File: src/design/brms_pkg.sv
package brms_pkg;

  localparam int SAMPLE_BITS = 16;
  localparam int COEF_BITS   = 16;
  localparam int SQ_BITS     = 2 * SAMPLE_BITS - 1;
  localparam int LVL_BITS    = SAMPLE_BITS - 1;
  localparam int DIFF_BITS   = SQ_BITS + 1;
  localparam int PROD_BITS   = DIFF_BITS + COEF_BITS + 1;
  localparam int REM_BITS    = LVL_BITS + 1;
  localparam int CNT_BITS    = $clog2(LVL_BITS);
  localparam int QUEUE_DEPTH = 4;
  localparam int QPTR_BITS   = $clog2(QUEUE_DEPTH);
  localparam int CFG_IDX_BITS = 2;

  localparam logic [CFG_IDX_BITS-1:0] CFG_ATTACK  = 2'd0;
  localparam logic [CFG_IDX_BITS-1:0] CFG_RELEASE = 2'd1;

  typedef struct packed {
    logic signed [SAMPLE_BITS-1:0] sample;
    logic                          end_of_block;
  } brms_in_t;

  typedef struct packed {
    logic [LVL_BITS-1:0] level;
    logic [SQ_BITS-1:0]  mean_square;
    logic                end_of_block_out;
  } brms_out_t;

  // square of one sample, waiting for the update unit
  typedef struct packed {
    logic [SQ_BITS-1:0] square;
    logic               end_of_block;
  } brms_job_t;

  typedef struct packed {
    logic      full;
    logic      empty;
    brms_job_t head;
  } brms_qstat_t;

  typedef enum logic [2:0] {
    BK_IDLE,
    BK_MUL,
    BK_ADD,
    BK_ROOT,
    BK_PUSH
  } brms_back_state_t;

endpackage

File: src/design/branched_rms_level_detector.sv
// Branched RMS level detector. Each item carries a signed Q1.15 sample; its
// square is smoothed into a Q1.30 mean square with the attack coefficient
// when the square is above the stored mean square and the release
// coefficient otherwise, and each item returns floor(sqrt(mean square / 2))
// as a Q0.15 level, the new mean square and a copy of the block-end mark.
// The front squares and queues up to five items, so input is taken while
// the back is busy. The back takes one item at a time: it picks it up, does
// the coefficient multiply and the update, runs the bit-serial square root
// (one level bit per cycle) and loads the output register, waiting there
// while the output stalls. Write attack_coef (index 0) and release_coef
// (index 1) only while no item is in flight.
module branched_rms_level_detector (
  input  logic                              clk,
  input  logic                              rst,
  input  logic                              src_valid,
  output logic                              src_stall,
  input  brms_pkg::brms_in_t                src_data,
  output logic                              dst_valid,
  input  logic                              dst_stall,
  output brms_pkg::brms_out_t               dst_data,
  input  logic                              cfg_write,
  input  logic [brms_pkg::CFG_IDX_BITS-1:0] cfg_index,
  input  logic [brms_pkg::COEF_BITS-1:0]    cfg_data
);
  import brms_pkg::*;

  logic        q_push;
  logic        q_pop;
  brms_job_t   q_data;
  brms_qstat_t q_stat;

  brms_front u_front (
    .clk       (clk),
    .rst       (rst),
    .src_valid (src_valid),
    .src_stall (src_stall),
    .src_data  (src_data),
    .q_full    (q_stat.full),
    .q_push    (q_push),
    .q_data    (q_data)
  );

  brms_queue u_queue (
    .clk       (clk),
    .rst       (rst),
    .push      (q_push),
    .push_data (q_data),
    .pop       (q_pop),
    .stat      (q_stat)
  );

  brms_back u_back (
    .clk       (clk),
    .rst       (rst),
    .cfg_write (cfg_write),
    .cfg_index (cfg_index),
    .cfg_data  (cfg_data),
    .q_stat    (q_stat),
    .q_pop     (q_pop),
    .dst_valid (dst_valid),
    .dst_stall (dst_stall),
    .dst_data  (dst_data)
  );

endmodule

File: src/design/brms_front.sv
module brms_front (
  input  logic               clk,
  input  logic               rst,
  input  logic               src_valid,
  output logic               src_stall,
  input  brms_pkg::brms_in_t src_data,
  input  logic               q_full,
  output logic               q_push,
  output brms_pkg::brms_job_t q_data
);
  import brms_pkg::*;

  logic                           job_valid;
  brms_job_t                      job;
  logic signed [2*SAMPLE_BITS-1:0] product;

  assign product   = src_data.sample * src_data.sample;
  assign q_push    = job_valid && !q_full;
  assign src_stall = job_valid && q_full;
  assign q_data    = job;

  always_ff @(posedge clk) begin
    if (rst) begin
      job_valid <= 1'b0;
    end else if (src_valid && !src_stall) begin
      job_valid <= 1'b1;
    end else if (q_push) begin
      job_valid <= 1'b0;
    end
  end

  always_ff @(posedge clk) begin
    if (src_valid && !src_stall) begin
      job.square       <= product[SQ_BITS-1:0];
      job.end_of_block <= src_data.end_of_block;
    end
  end

endmodule

File: src/design/brms_queue.sv
module brms_queue (
  input  logic                 clk,
  input  logic                 rst,
  input  logic                 push,
  input  brms_pkg::brms_job_t  push_data,
  input  logic                 pop,
  output brms_pkg::brms_qstat_t stat
);
  import brms_pkg::*;

  brms_job_t              slots [QUEUE_DEPTH];
  logic [QPTR_BITS-1:0]   wr_ptr;
  logic [QPTR_BITS-1:0]   rd_ptr;
  logic [QPTR_BITS:0]     count;

  assign stat.full  = (count == (QPTR_BITS+1)'(QUEUE_DEPTH));
  assign stat.empty = (count == '0);
  assign stat.head  = slots[rd_ptr];

  always_ff @(posedge clk) begin
    if (rst) begin
      wr_ptr <= '0;
      rd_ptr <= '0;
      count  <= '0;
    end else begin
      if (push) begin
        wr_ptr <= wr_ptr + 1'b1;
      end
      if (pop) begin
        rd_ptr <= rd_ptr + 1'b1;
      end
      if (push && !pop) begin
        count <= count + 1'b1;
      end else if (pop && !push) begin
        count <= count - 1'b1;
      end
    end
  end

  always_ff @(posedge clk) begin
    if (push) begin
      slots[wr_ptr] <= push_data;
    end
  end

endmodule

File: src/design/brms_back.sv
module brms_back (
  input  logic                              clk,
  input  logic                              rst,
  input  logic                              cfg_write,
  input  logic [brms_pkg::CFG_IDX_BITS-1:0] cfg_index,
  input  logic [brms_pkg::COEF_BITS-1:0]    cfg_data,
  input  brms_pkg::brms_qstat_t             q_stat,
  output logic                              q_pop,
  output logic                              dst_valid,
  input  logic                              dst_stall,
  output brms_pkg::brms_out_t               dst_data
);
  import brms_pkg::*;

  brms_back_state_t state;
  brms_back_state_t state_next;

  logic [COEF_BITS-1:0]       attack_coef;
  logic [COEF_BITS-1:0]       release_coef;
  logic [SQ_BITS-1:0]         power;
  logic [SQ_BITS-1:0]         square;
  logic                       eob;
  logic [COEF_BITS-1:0]       alpha;
  logic signed [DIFF_BITS-1:0] diff;
  logic signed [PROD_BITS-1:0] prod;
  logic [SQ_BITS-2:0]         radicand;
  logic [REM_BITS-1:0]        rem;
  logic [LVL_BITS-1:0]        root;
  logic [CNT_BITS-1:0]        count;

  logic                       start;
  logic                       out_load;
  logic                       out_free;
  logic [DIFF_BITS-1:0]       updated;
  logic [REM_BITS+1:0]        rem_shift;
  logic [REM_BITS+1:0]        trial;
  logic                       fits;

  assign out_free = !dst_valid || !dst_stall;

  // floor of alpha*diff/2^C via arithmetic shift, added onto the square
  assign updated = {1'b0, square} + DIFF_BITS'(prod >>> COEF_BITS);

  assign rem_shift = {rem, radicand[SQ_BITS-2 -: 2]};
  assign trial     = (REM_BITS+2)'({root, 2'b01});
  assign fits      = (rem_shift >= trial);

  always_comb begin
    state_next = state;
    case (state)
      BK_IDLE: if (!q_stat.empty) state_next = BK_MUL;
      BK_MUL:  state_next = BK_ADD;
      BK_ADD:  state_next = BK_ROOT;
      BK_ROOT: if (count == '0) state_next = BK_PUSH;
      BK_PUSH: if (out_free) state_next = BK_IDLE;
      default: state_next = BK_IDLE;
    endcase
  end

  always_comb begin
    start    = 1'b0;
    out_load = 1'b0;
    case (state)
      BK_IDLE: start = !q_stat.empty;
      BK_PUSH: out_load = out_free;
      default: begin
        start    = 1'b0;
        out_load = 1'b0;
      end
    endcase
  end

  assign q_pop = start;

  always_ff @(posedge clk) begin
    if (rst) begin
      state        <= BK_IDLE;
      attack_coef  <= '0;
      release_coef <= '0;
      power        <= '0;
      dst_valid    <= 1'b0;
    end else begin
      state <= state_next;
      if (cfg_write && cfg_index == CFG_ATTACK) begin
        attack_coef <= cfg_data;
      end
      if (cfg_write && cfg_index == CFG_RELEASE) begin
        release_coef <= cfg_data;
      end
      if (state == BK_ADD) begin
        power <= updated[SQ_BITS-1:0];
      end
      if (out_load) begin
        dst_valid <= 1'b1;
      end else if (!dst_stall) begin
        dst_valid <= 1'b0;
      end
    end
  end

  always_ff @(posedge clk) begin
    if (start) begin
      square <= q_stat.head.square;
      eob    <= q_stat.head.end_of_block;
      alpha  <= (q_stat.head.square > power) ? attack_coef : release_coef;
      diff   <= $signed({1'b0, power}) - $signed({1'b0, q_stat.head.square});
    end
    if (state == BK_MUL) begin
      prod <= $signed({1'b0, alpha}) * diff;
    end
    if (state == BK_ADD) begin
      // root of half the mean square
      radicand <= updated[SQ_BITS-1:1];
      rem      <= '0;
      root     <= '0;
      count    <= CNT_BITS'(LVL_BITS - 1);
    end
    if (state == BK_ROOT) begin
      radicand <= {radicand[SQ_BITS-4:0], 2'b00};
      rem      <= fits ? REM_BITS'(rem_shift - trial) : REM_BITS'(rem_shift);
      root     <= {root[LVL_BITS-2:0], fits};
      count    <= count - 1'b1;
    end
    if (out_load) begin
      dst_data.level            <= root;
      dst_data.mean_square      <= power;
      dst_data.end_of_block_out <= eob;
    end
  end

endmodule
File: config.mk
export PLATFORM = sky130hd
export DESIGN_NAME = branched_rms_level_detector
export DESIGN_NICKNAME = d
export VERILOG_FILES = /design/src/design/brms_pkg.sv /design/src/design/branched_rms_level_detector.sv /design/src/design/brms_front.sv /design/src/design/brms_queue.sv /design/src/design/brms_back.sv
export SDC_FILE = /design/constraint.sdc
export NUM_CORES = 2
export LEC_CHECK = 0
export BUFFER_PORTS_ARGS = -buffer_cell sky130_fd_sc_hd__buf_2
export CAP_MARGIN = 15
export CORE_ASPECT_RATIO = 0.75
export CORE_MARGIN = 2
export CORE_UTILIZATION = 50
export CTS_BUF_LIST = sky130_fd_sc_hd__clkbuf_4
export DETAILED_ROUTE_END_ITERATION = 8
export PLACE_DENSITY_LB_ADDON = 0.15
export SLEW_MARGIN = 5
export SYNTH_ARGS = -nofsm -noshare
export SYNTH_HDL_FRONTEND = slang
export SYNTH_SLANG_ARGS = --single-unit
File: constraint.sdc
create_clock -name clk -period 9.2 [get_ports clk]
set_input_delay 1.38 -clock clk [delete_from_list [all_inputs] [get_ports clk]]
set_output_delay 1.38 -clock clk [all_outputs]
set_load 0.02 [all_outputs]
* Word-level counts from Yosys, hierarchy flattened
Memory sizes are Yosys's and may differ from the RTL's. A register that Yosys moved wholly into a read port is not among the register bits.
Cells that the tools add are included.
** Word-level totals
- Bits in writable memories :: 128
- Bits of input ports :: 40
- Logic and storage cells :: 96
- Memories kept :: 1
- Register bits :: 346
- Output and inout port bits :: 49
** Memories
- u_queue.slots :: depth 4, width 32, rd ports 1, clocked after Yosys merged registers in 1, write ports 1, line brms_queue.sv:11 : brms_job_t slots [QUEUE_DEPTH];
** Cells by class
- Mux-type cells :: 26
- Multipliers :: 2
- Reductions and logical operators :: 23
- Order comparisons :: 2
- Equal/unequal tests :: 10
- Add/subtract/negate cells :: 8
** Operator list (number)
- $mux 16 :: 4
- $mux 30 :: 2
- $mul 17x32->47 :: 1
- $sub 31x31->32 :: 1
- $add 31x31->31 :: 1
- $gt 31x31->1 :: 1
- $mul 16x16->31 :: 1
- $mux 15 :: 2
- $ge 18x17->1 :: 1
- $sub 16x16->16 :: 1
- $mux 3 :: 5
- $pmux 3 s5 :: 1
- $mux 1 :: 8
- $mux 4 :: 2
- $logic_and 1x1->1 :: 7
- $logic_not 1->1 :: 7
- $eq 3x2->1 const B :: 2
- $eq 3x3->1 const B :: 2
- $logic_not 3->1 :: 2
- $ne 2x1->1 const B :: 3
- $reduce_bool 2->1 :: 3
- $add 2x1->2 const B :: 2
- $logic_not 4->1 :: 1
- $mux 2 :: 2
- 9 further kinds :: 9

* Logic depth before layout (Yosys ltp)
- Word-level depth :: 7
- Depth in mapped cells :: 25

* Modules after synthesis
Synthesis repeated with hierarchy kept, for this count alone.
** Unflattened totals
- Cell total of the unflattened synthesis :: 4483
- Area, all modules :: 46279.4 um^2
** By module, submodules not included
- brms_back :: area an instance 31313.8 um^2, times used 1, cells each 3238, sequential area each 8017.7 um^2
- brms_front :: area an instance 9878.2 um^2, times used 1, cells each 1034, sequential area each 950.9 um^2
- brms_queue :: area an instance 5087.4 um^2, times used 1, cells each 211, sequential area each 4023.9 um^2

* Worst setup path before layout
OpenSTA, ideal clock, no wires.
- Path type :: register to register
- From :: register u_back.state[0]
- To :: register u_queue.count[2]
- Path buffers :: 1
- Data arrival time :: 9.746 ns
- Cell stages (with the launch flop) :: 10
- Setup slack :: -0.616 ns
- Required time :: 9.130 ns
- Library setup time :: 0.070 ns
- Cells stage by stage :: dfxtp_1 > clkbuf_1 > nor4_1 > inv_1 > ha_1 > inv_1 > fa_1 > xor2_1 > or3_1 > a21oi_1
** On the way
- Cells in the longest elaborated chain, start to end :: 5
** RTL lines
- start, declared :: line brms_back.sv:15 : brms_back_state_t state;
- start signal, assigned :: line brms_back.sv:83 : state <= state_next;
- $logic_not 3->1 * :: line brms_back.sv:63 : case (state)
- $mux 1 * :: line brms_back.sv:63
- net q_pop :: line branched_rms_level_detector.sv:28 : logic q_pop;
- $logic_not 1->1 :: line brms_queue.sv:32 : if (push && !pop) begin
- $logic_and 1x1->1 :: line brms_queue.sv:32
- $mux 3 or $reduce_bool 2->1 (tied branches)
- end signal, assigned :: line brms_queue.sv:33 : count <= count + 1'b1;
- end signal, assigned :: line brms_queue.sv:35 : count <= count - 1'b1;
- end, declared :: line brms_queue.sv:14 : logic [QPTR_BITS:0] count;
Mark *: on every way through the listed nets, which the timed path passes. The rest lies on a longest branch.
A chain may end at the register's enable or synchronous reset.

* Worst setup path in the final report
- From :: register u_back.diff[9]
- To :: register u_back.prod[46] (data pin)
** On the way
- Cells in the longest elaborated chain, start to end :: 1
** RTL lines
- start, declared :: line brms_back.sv:24 : logic signed [DIFF_BITS-1:0] diff;
- start signal, assigned :: line brms_back.sv:106 : diff <= $signed({1'b0, power}) - $signed({1'b0, q_stat.head.square});
- $mul 17x32->47 :: line brms_back.sv:109 : prod <= $signed({1'b0, alpha}) * diff;
- end signal, assigned :: line brms_back.sv:109
- end, declared :: line brms_back.sv:25 : logic signed [PROD_BITS-1:0] prod;
No other way between the ends.

==> metrics.yaml <==
global_route:
  grt_overflow: 0
  grt_pass1_vias: 30947
  grt_first_pass_wirelength_mm: 169
  grtUsageTotal: 0.233
  grt-busiest-layer: "met1"
  grt_use_met2: 0.353
  antenna_found_initial: 3
  grt_use_met1: 0.357
  grt.met3_usage: 0.0357
  grt_max_degree: 77
critical_path:
  arrival_ns: 8.44
  crit_fanout: 16
  cp_common_cell: "fa_1"
  r2r-start: "u_back.diff[9]"
  r2r_cells: 22
  r2r_end: "u_back.prod[46]"
  startpoint_type: "register"
  crit_required_ns: 9.73
  crit_type: "reg -> reg"
  cpMaxStageDelayCell: "edfxtp_1"
  crit_family: "adder cells"
  cp-end-kind: "register"
  worstPathBufferInverterCount: 4
  critPathMaxStageDelay_ns: 0.72
  cp_cell_sequence: "and2_1 > fa_1 > inv_1 > fa_1 > fa_1 > fa_1 > inv_1 > fa_1 > inv_1 > fa_1 > inv_1 > ha_1 > and4_1 > nand2_1 > o211ai_1 > nand4_1 > a31oi_1 > a211oi_1 > or2_2 > o21ai_0 > a21oi_1 > xnor2_1"
  reg2reg_slack_ns: 1.29
placed_design:
  gp_congestion: 0.865
  io_buffers: 88
  place_ws_ns: 1.47
  hpwlAfterDp_mm: 81.4
clock_tree:
  numCtsBuffers: 117
  cts_root_buf: "clkbuf_4"
  hold_buffers: 0
  cts.sinks: 454
  clock_latency_ns: 0.89
  post_cts_resized: 0
  cts_htree_levels: 3
  postCtsSetupBuffers: 0
  cts_tree: "built"
  cts_max_path_buffers: 3
  cts.clk_slew.worst_paths_ns: 0.08
synth:
  synth.top_cell.area_share: 0.313
  synthTopCellsByArea: "fa_1, edfxtp_1, inv_1, ha_1, nand2_1"
  synth_nets: 5350
  yosysMostFrequentCell: "inv_1"
  yosysTopAreaCell: "fa_1"
  avgSynthCellArea_um2: 10.4
  ys_types: 77
  syn_area_mm2: 0.0451
  ys.warnings.count: 0
  netlist_instances: 4323
  ys_top_cells_by_count: "inv_1, fa_1, nand2_1"
  synth_edf_count: 375
  postSynth.asyncResetShare: 0
  synth_seq_cells: 454
  ys_seq_area_frac: 0.285
  synth_flop_cell: "edfxtp_1"
finish:
  regArea_mm2: 0.0128
  nets: 5451
  multi_input_area_mm2: 0.0281
  drive_above_1_share: 0.0873
  syn_to_final_growth_pct: 7.33
  fillers: 8107
sta:
  setup_slack_ns: 1.29
  period_minus_slack_ns: 7.91
  rsz0062_at_grt: "false"
  clock_skew_ns: 0.124
  setup_violations: 0
  fmax_mhz: 126
  fin_crit_sh: 0.859
  final_max_slew_viol_count: 0
  hold_violations: 0
  fin_setup_tns_ns: 0
  worst_pin_slew_ns: 1.13
  slew_headroom: 0.247
routing:
  postRouteAntennaNets: 0
  drtPass1Iterations: 7
  num_vias: 29273
  drc: 0
  finalWirelength_mm: 103
  viasPerCell: 5.10
  drt_iter0_markers: 2017
  wl_per_cell_um: 17.9
floorplan:
  num_rows: 95
  initial_core_util: 0.504
  coreArea_mm2: 0.0895
  fp.dieW_um: 351
  die-area_mm2: 0.0926
  chipHeight_um: 264
  ios: 89
min_path:
  min_path_type: "reg -> reg"
  min_from: "u_back.eob"
  holdPathEnd: "u_back.dst_data[0]"
  hold_depth: 0
run:
  max-cap-violations: 0
run_status:
  status: "completed"
[through the flow]
step / hold WS [ns] / cells / area, um^2 / utilization
2_1_floorplan: 0.400 / 4323 / 45100 / -
3_3_place_gp: 0.405 / 5516 / 46800 / 0.523
3_5_place_dp: 0.406 / 5516 / 46800 / 0.523
4_1_cts: 0.421 / 5737 / 48400 / 0.540
5_1_grt: 0.436 / 5740 / 48400 / 0.541
6_report: 0.419 / 5742 / 48400 / 0.541
[worst reg2reg max path, cell delays in order, from the launching register on]
cell	delay, ns
edfxtp_1	0.72
and2_1	0.35
fa_1	0.54
inv_1	0.05
fa_1	0.47
fa_1	0.53
fa_1	0.58
inv_1	0.06
fa_1	0.49
inv_1	0.06
fa_1	0.48
inv_1	0.04
ha_1	0.30
and4_1	0.21
nand2_1	0.06
o211ai_1	0.42
nand4_1	0.48
a31oi_1	0.56
a211oi_1	0.23
or2_2	0.38
o21ai_0	0.28
a21oi_1	0.13
xnor2_1	0.14
[flip-flops by register name (all words and copies together), names as in the netlist, 30 cells and up, named ones only]
name             cells
u_back.radicand     30
u_back.power        31
u_back.square       30
u_queue.slots      124
u_back.prod         31
u_back.diff         32
u_front.q_data      31
u_back.dst_data     47
[worst max-delay path by stage]
stage,from,endpoint,slack [ns],cells past startpoint
after floorplan,src_data[16],u_front.q_data[31],1.89,23
after global placement,u_back.diff[9],u_back.prod[46],1.55,22
after detailed placement,u_back.alpha[3],u_back.prod[46],1.47,22
after CTS,u_back.diff[9],u_back.prod[46],1.32,22
after global routing,u_back.diff[9],u_back.prod[46],0.97,22
final,u_back.diff[9],u_back.prod[46],1.29,22
[metal layers]
metal | vias to the layer above | part of all wire
li1 | 13704 | -
met1 | 14715 | 0.49
met2 | 746 | 0.44
met3 | 108 | 0.055
met4 | 0 | 0.013
met5 | - | 0
[layout make-up]
type | instances | area share
Clock buffer | 169 | 0.0262
Tap cell | 1212 | 0.0313
Sequential cell | 454 | 0.265
Inverter | 969 | 0.0752
Clock inverter | 52 | 0.00556
Antenna cell | 4 | 0.000207
Multi-Input combinational cell | 2755 | 0.581
Timing Repair Buffer | 127 | 0.0156
[cells in the final DEF (no fill, tap or decap), types with 19 or more instances in the layout]
cell type  Yosys  routed
clkbuf_4       0     169
xnor2_1      111     111
nand3_1       19      19
a21o_1        65      65
nand2_1      571     571
inv_1        966     965
mux4_2        31      31
edfxtp_1     375     375
fa_1         705     705
o21a_1        27      27
o21ai_0       58      57
and2_1       258     258
a21oi_1      172     171
nand2b_1      20      20
ha_1         282     282
buf_4          0      38
dfxtp_1       79      78
xor2_1        50      50
buf_2          2      88
nor2_1       155     154
clkinv_1       3      39
[cell families (layout without fill, tap and decap cells)]
group                      after synthesis  count (layout)  synth area share
other                                    0               4                 0
buffers and inverters                 1114            1317            0.0932
AOI/OAI and AO/OA                      430             430            0.0616
adders and majority gates              987             987             0.391
muxes                                   63              63            0.0239
xor gates and xnor gates               161             161            0.0313
DFF                                    454             454             0.285
and+or+nand+nor                       1114            1114             0.114
Power is not shown: default switching activity piles up to over one toggle a cycle in this logic, so the estimate is an artifact.
